<file path="src/rtl/ibcs_pkg.sv">
// Shared constants and types for the IMU bias calibration and smoothing block.
// Holds register widths, reset values, register indexes and the lane control struct.
// No dependencies.
package ibcs_pkg;

  localparam int CALIB_W     = 13;
  localparam int DEADBAND_W  = 10;
  localparam int GRAVITY_W   = 15;
  localparam int CFG_DATA_W  = 15;
  localparam int CFG_INDEX_W = 2;

  localparam logic [CALIB_W-1:0]    CALIB_RESET    = 13'd500;
  localparam logic [DEADBAND_W-1:0] DEADBAND_RESET = 10'd10;
  localparam logic [GRAVITY_W-1:0]  GRAVITY_RESET  = 15'd9810;

  // The smoothing step is one tenth of the distance to the new rate.
  localparam int FILTER_DIV = 10;

  localparam int NUM_AXES  = 3;
  localparam int NUM_LANES = 2 * NUM_AXES;
  localparam int AXIS_Y    = 1;

  typedef enum logic [CFG_INDEX_W-1:0] {
    REG_CALIB_SAMPLES = 2'd0,
    REG_GYRO_DEADBAND = 2'd1,
    REG_GRAVITY_LEVEL = 2'd2
  } cfg_reg_t;

  typedef struct packed {
    logic acc;
    logic clr;
    logic start;
  } lane_ctrl_t;

endpackage

</file>
<file path="src/rtl/ibcs_sdiv.sv">
// Bit-serial signed divider with truncation toward zero, one quotient bit per cycle.
// Used inside each lane; no package dependencies.
module ibcs_sdiv #(
  parameter int DW = 33,
  parameter int VW = 13
) (
  input  logic                 clk,
  input  logic                 rst,
  input  logic                 start,
  input  logic signed [DW:0]   dividend,
  input  logic        [VW-1:0] divisor,
  output logic                 done,
  output logic signed [DW:0]   quotient
);

  localparam int CW = $clog2(DW + 1);

  logic          busy;
  logic [CW-1:0] cnt;
  logic [VW-1:0] rem;
  logic [VW-1:0] dsor;
  logic [DW-1:0] qsr;
  logic          neg;
  logic [VW:0]   shifted;
  logic [VW:0]   trial;
  logic [DW:0]   mag_in;
  logic [DW:0]   qext;

  assign mag_in  = dividend[DW] ? (~dividend + 1'b1) : dividend;
  assign shifted = {rem, qsr[DW-1]};
  assign trial   = shifted - {1'b0, dsor};
  assign qext    = {1'b0, qsr};
  assign quotient = neg ? $signed(~qext + 1'b1) : $signed(qext);

  always_ff @(posedge clk) begin
    if (rst) begin
      busy <= 1'b0;
      done <= 1'b0;
      cnt  <= '0;
    end else begin
      done <= 1'b0;
      if (start) begin
        busy <= 1'b1;
        cnt  <= CW'(DW);
      end else if (busy) begin
        cnt <= cnt - 1'b1;
        if (cnt == CW'(1)) begin
          busy <= 1'b0;
          done <= 1'b1;
        end
      end
    end
  end

  always_ff @(posedge clk) begin
    if (start) begin
      neg  <= dividend[DW];
      rem  <= '0;
      dsor <= divisor;
      qsr  <= mag_in[DW-1:0];
    end else if (busy) begin
      rem <= trial[VW] ? shifted[VW-1:0] : trial[VW-1:0];
      qsr <= {qsr[DW-2:0], ~trial[VW]};
    end
  end

endmodule

</file>
<file path="src/rtl/ibcs_lane.sv">
// One axis lane: calibration accumulator plus a serial divider.
// Depends on ibcs_pkg for the control struct and on ibcs_sdiv.
module ibcs_lane
  import ibcs_pkg::*;
#(
  parameter int SB   = 20,
  parameter int SUMW = 33,
  parameter int DW   = 33,
  parameter int VW   = 13
) (
  input  logic                 clk,
  input  logic                 rst,
  input  lane_ctrl_t           ctrl,
  input  logic signed [SB-1:0] sample,
  input  logic        [VW-1:0] divisor,
  output logic                 done,
  output logic signed [DW:0]   quotient
);

  logic signed [SUMW-1:0] sum;
  logic signed [DW:0]     dividend;

  always_ff @(posedge clk) begin
    if (rst || ctrl.clr) begin
      sum <= '0;
    end else if (ctrl.acc) begin
      sum <= sum + SUMW'(sample);
    end
  end

  assign dividend = (DW + 1)'(sum);

  ibcs_sdiv #(
    .DW(DW),
    .VW(VW)
  ) u_div (
    .clk     (clk),
    .rst     (rst),
    .start   (ctrl.start),
    .dividend(dividend),
    .divisor (divisor),
    .done    (done),
    .quotient(quotient)
  );

endmodule

</file>
<file path="config.mk">
export PLATFORM = sky130hd
export DESIGN_NAME = ibcs_lane
export DESIGN_NICKNAME = d
export VERILOG_FILES = /design/src/rtl/ibcs_pkg.sv /design/src/rtl/ibcs_sdiv.sv /design/src/rtl/ibcs_lane.sv
export SDC_FILE = /design/constraint.sdc
export NUM_CORES = 1
export LEC_CHECK = 0
export BUFFER_PORTS_ARGS = -buffer_cell sky130_fd_sc_hd__buf_2
export CAP_MARGIN = 20
export CORE_MARGIN = 5
export CORE_UTILIZATION = 60
export CTS_CLUSTER_SIZE = 12
export DETAILED_ROUTE_END_ITERATION = 6
export GPL_ROUTABILITY_DRIVEN = 0
export HOLD_SLACK_MARGIN = 0.06
export PLACE_DENSITY = 0.87
export SLEW_MARGIN = 15
export SYNTH_ARGS = -nofsm -noshare
export SYNTH_HDL_FRONTEND = slang
export SYNTH_SLANG_ARGS = --single-unit
</file>
<file path="constraint.sdc">
create_clock -name clk -period 3.49 [get_ports clk]
set_input_delay 0.349 -clock clk [delete_from_list [all_inputs] [get_ports clk]]
set_output_delay 0.349 -clock clk [all_outputs]
set_load 0.005 [all_outputs]
</file>
==> results.yml <==
sta:
  hold_violations: 0
  period_minus_slack_ns: 3.66
  setup-tns-final_ns: -1.03
  fin_skew_ns: 0.00692
  setup_violations: 8
  finalMaxSlewViolations: 0
  post-route-worst-setup-slack_ns: -0.173
  worstMarginPinSlew_ns: 0.914
  max_freq_ghz: 0.273
  fin_crit_sh_pct: 105
  rsz0062_at_grt: "yes"
  slew_headroom_pct: 39.0
  whs_ns: 0.167
detailed_routing:
  drc: 3
  drt-pass1-iter-count: 7
  vias: 6618
  drt-initial-drc-count: 677
  finalWirelength_mm: 18.4
  ant_nets: 0
  via_per_inst: 6.19
  routedWlPerCell_um: 17.2
grt:
  grt_pass1_vias: 6090
  grt_pass1_wl_mm: 28.8
  grt_util_all_layers_pct: 24.2
  gr-total-overflow: 0
  grt_max_degree: 64
  antenna_found_initial: 0
power_and_ir_drop:
  p_clk_share_pct: 26.9
  p_comb_share_pct: 29.7
  p_sw_mw: 1.12
  vdd_drop_max_mv: 0.273
  power.density_cell_area_mw_per_mm2: 404
  switching_share_pct: 32.7
  p_int_mw: 2.30
  p_seq_share_pct: 43.4
  leakagePower_nw: 3.55
logic_synthesis:
  yosysWarnings: 0
  synth_cells: 827
  synth_area_mm2: 0.00736
  avgSynthCellArea_um2: 8.89
  synth-seq-cells: 101
  synth_fp_nets: 916
  synthFlopType: "dfxtp_1"
  synth_cell_types: 68
  synth_edf_count: 47
  ys_async_sr_fraction_pct: 0
  ys_seq_area_share_pct: 33.9
setup_path:
  worstPathArrival_ns: 3.31
  endpoint_kind: "output pin"
  cp_max_fo: 4
  startpoint_type: "register"
  path_class: "register to output pin"
  worst_ep_required_time_ns: 3.14
hold_path:
  hold_class: "primary input to register"
cells_and_area:
  num_antenna_cells: 0
  final_common_cell: "nor2_1"
  syn2layout_area_growth_pct: 15.0
  final_cell_mix: "nor2_1 (96), buf_2 (71), a21oi_1 (57)"
  drive_gt1_share_pct: 17.1
  nets: 1007
floorplan:
  die_h_um: 121
  io-pin-count: 73
  rows: 40
  die_w_um: 121
  die-area_mm2: 0.0146
  coreArea_mm2: 0.0120
  initial_utilization_pct: 61.2
clock_network:
  clock_latency_ns: 0.35
  clockBufferDepth: 2
  cts.sink_count: 101
  clock-root-buffer: "clkbuf_16"
  cts_tree: "built"
  ctsHoldBuffers: 0
  htreeDepth: 3
  numCtsBuffers: 9
  clk_pin_slew_ns: 0.07
placement:
  io_buffer_count: 72
  dp_hpwl_mm: 12.3
run:
  drv_cap: 0
run_status:
  failed_checks: "DRC, setup timing"
  outcome: "finished with violations"
cell usage after synthesis (all sizes together) (3+ instances only):
cell / count / area, um2
buf: 6 / 27.5
dfxtp: 54 / 1080
nor2b: 3 / 18.8
nor4bb: 3 / 30.0
nor3: 21 / 105
nand2: 51 / 191
or4: 7 / 60.1
inv: 30 / 113
a21o: 11 / 82.6
or3: 26 / 173
o31ai: 22 / 206
nor2: 96 / 360
mux2i: 28 / 280
and3: 6 / 37.5
nor3b: 4 / 30.0
nand3: 18 / 90.1
o21a: 10 / 75.1
xor2: 45 / 394
o211ai: 4 / 30.0
or2: 4 / 25.0
clkbuf: 26 / 97.6
o41ai: 7 / 61.3
nand3b: 12 / 90.1
a21oi: 57 / 285
xnor2: 54 / 473
a211oi: 12 / 90.1
o21ai: 43 / 215
nor4b: 3 / 26.3
o21bai: 3 / 22.5
and2: 4 / 25.0
nand4: 3 / 18.8
a31oi: 7 / 43.8
ha: 49 / 613
nand2b: 7 / 43.8
nor4: 6 / 65.1
edfxtp: 47 / 1410
o31a: 4 / 35.0
a2111oi: 3 / 26.3
and4: 4 / 35.0
worst paths after layout:
| check | startpoint | cells past startpoint | endpoint | slack [ns] |
|---|---|---|---|---|
| setup / recovery | u_div.qsr[3] | 10 | quotient[32] | -0.17 |
| hold / removal | divisor[11] | 1 | u_div.dsor[11] | 0.17 |
| hold reg to reg | u_div.rem[7] | 2 | u_div.rem[7] | 0.51 |
| setup reg to reg | u_div.dsor[1] | 11 | u_div.rem[6] | 0.23 |
worst max-delay path: stages, from the launching register on:
cell and delay, ns:
edfxtp_1 0.48, nor4_4 0.33, buf_4 0.18, nand2_4 0.05, or3_4 0.38, or3_4 0.38, or3_4 0.36, or3_4 0.37
o21ai_4 0.16, xnor2_2 0.13, buf_2 0.14
routing by layer:
metal	vias to the layer above	share of wire (%)	wire length (um)	global-route usage (%)
met5	-	0	0	0
met4	0	2.7	487	10.3
met3	45	5.7	1050	3.37
met2	243	48	8830	40.3
met1	3107	44	8000	31.6
li1	3223	-	-	-
metrics by stage:
step	instance area, um2	setup slack [ns]	utilization [%]	power, mW	cells
global placement	7880	0.201	65.6	2.40	1028
floorplan	7360	0.508	-	2.15	827
global route	8460	-0.240	70.4	3.59	1070
detailed placement	7880	0.153	65.6	2.43	1028
finish	8460	-0.173	70.4	3.42	1070
CTS	8290	-0.0654	69.1	3.36	1059
power by group through the flow:
stage,sequential [mW],clock [mW],combinational (mW)
2_1_floorplan,1.46,0,0.692
3_3_place_gp,1.49,0,0.911
3_5_place_dp,1.50,0,0.934
4_1_cts,1.47,0.923,0.968
5_1_grt,1.49,0.977,1.12
6_report,1.48,0.920,1.01
state kept, by name (all words and copies together) (netlist names):
register	cells
sum	33
u_div.busy	1
u_div.cnt	6
u_div.done	1
u_div.dsor	13
u_div.neg	1
u_div.qsr	33
u_div.rem	13
cell families (layout without fill, tap and decap cells):
logic type	count (synthesis)	after routing	synth area share (%)
flops	101	101	33.9
compound gates	203	203	18.4
buf+inv	62	158	3.23
simple gates	281	281	19.7
xor+xnor	99	99	11.8
fa+ha+maj	51	51	8.88
mux	30	30	4.12
repair_timing:
action                     4_1_cts  5_1_grt
pin swaps                        6        7
hold endpoints to repair         0        0
setup endpoints to repair        7        8
gates resized for setup         11       13
buffers inserted                15       10
area by class of cell:
| class | instances | area [um2] |
|---|---|---|
| timing repair buffer | 112 | 674 |
| tap | 147 | 184 |
| multi-input combinational | 664 | 4740 |
| inverter | 30 | 113 |
| fill | 842 | 3550 |
| sequential | 101 | 2490 |
| clock inverter | 5 | 27.5 |
| clock buffer | 11 | 233 |
Note: power is estimated with default switching activity, not from simulation.
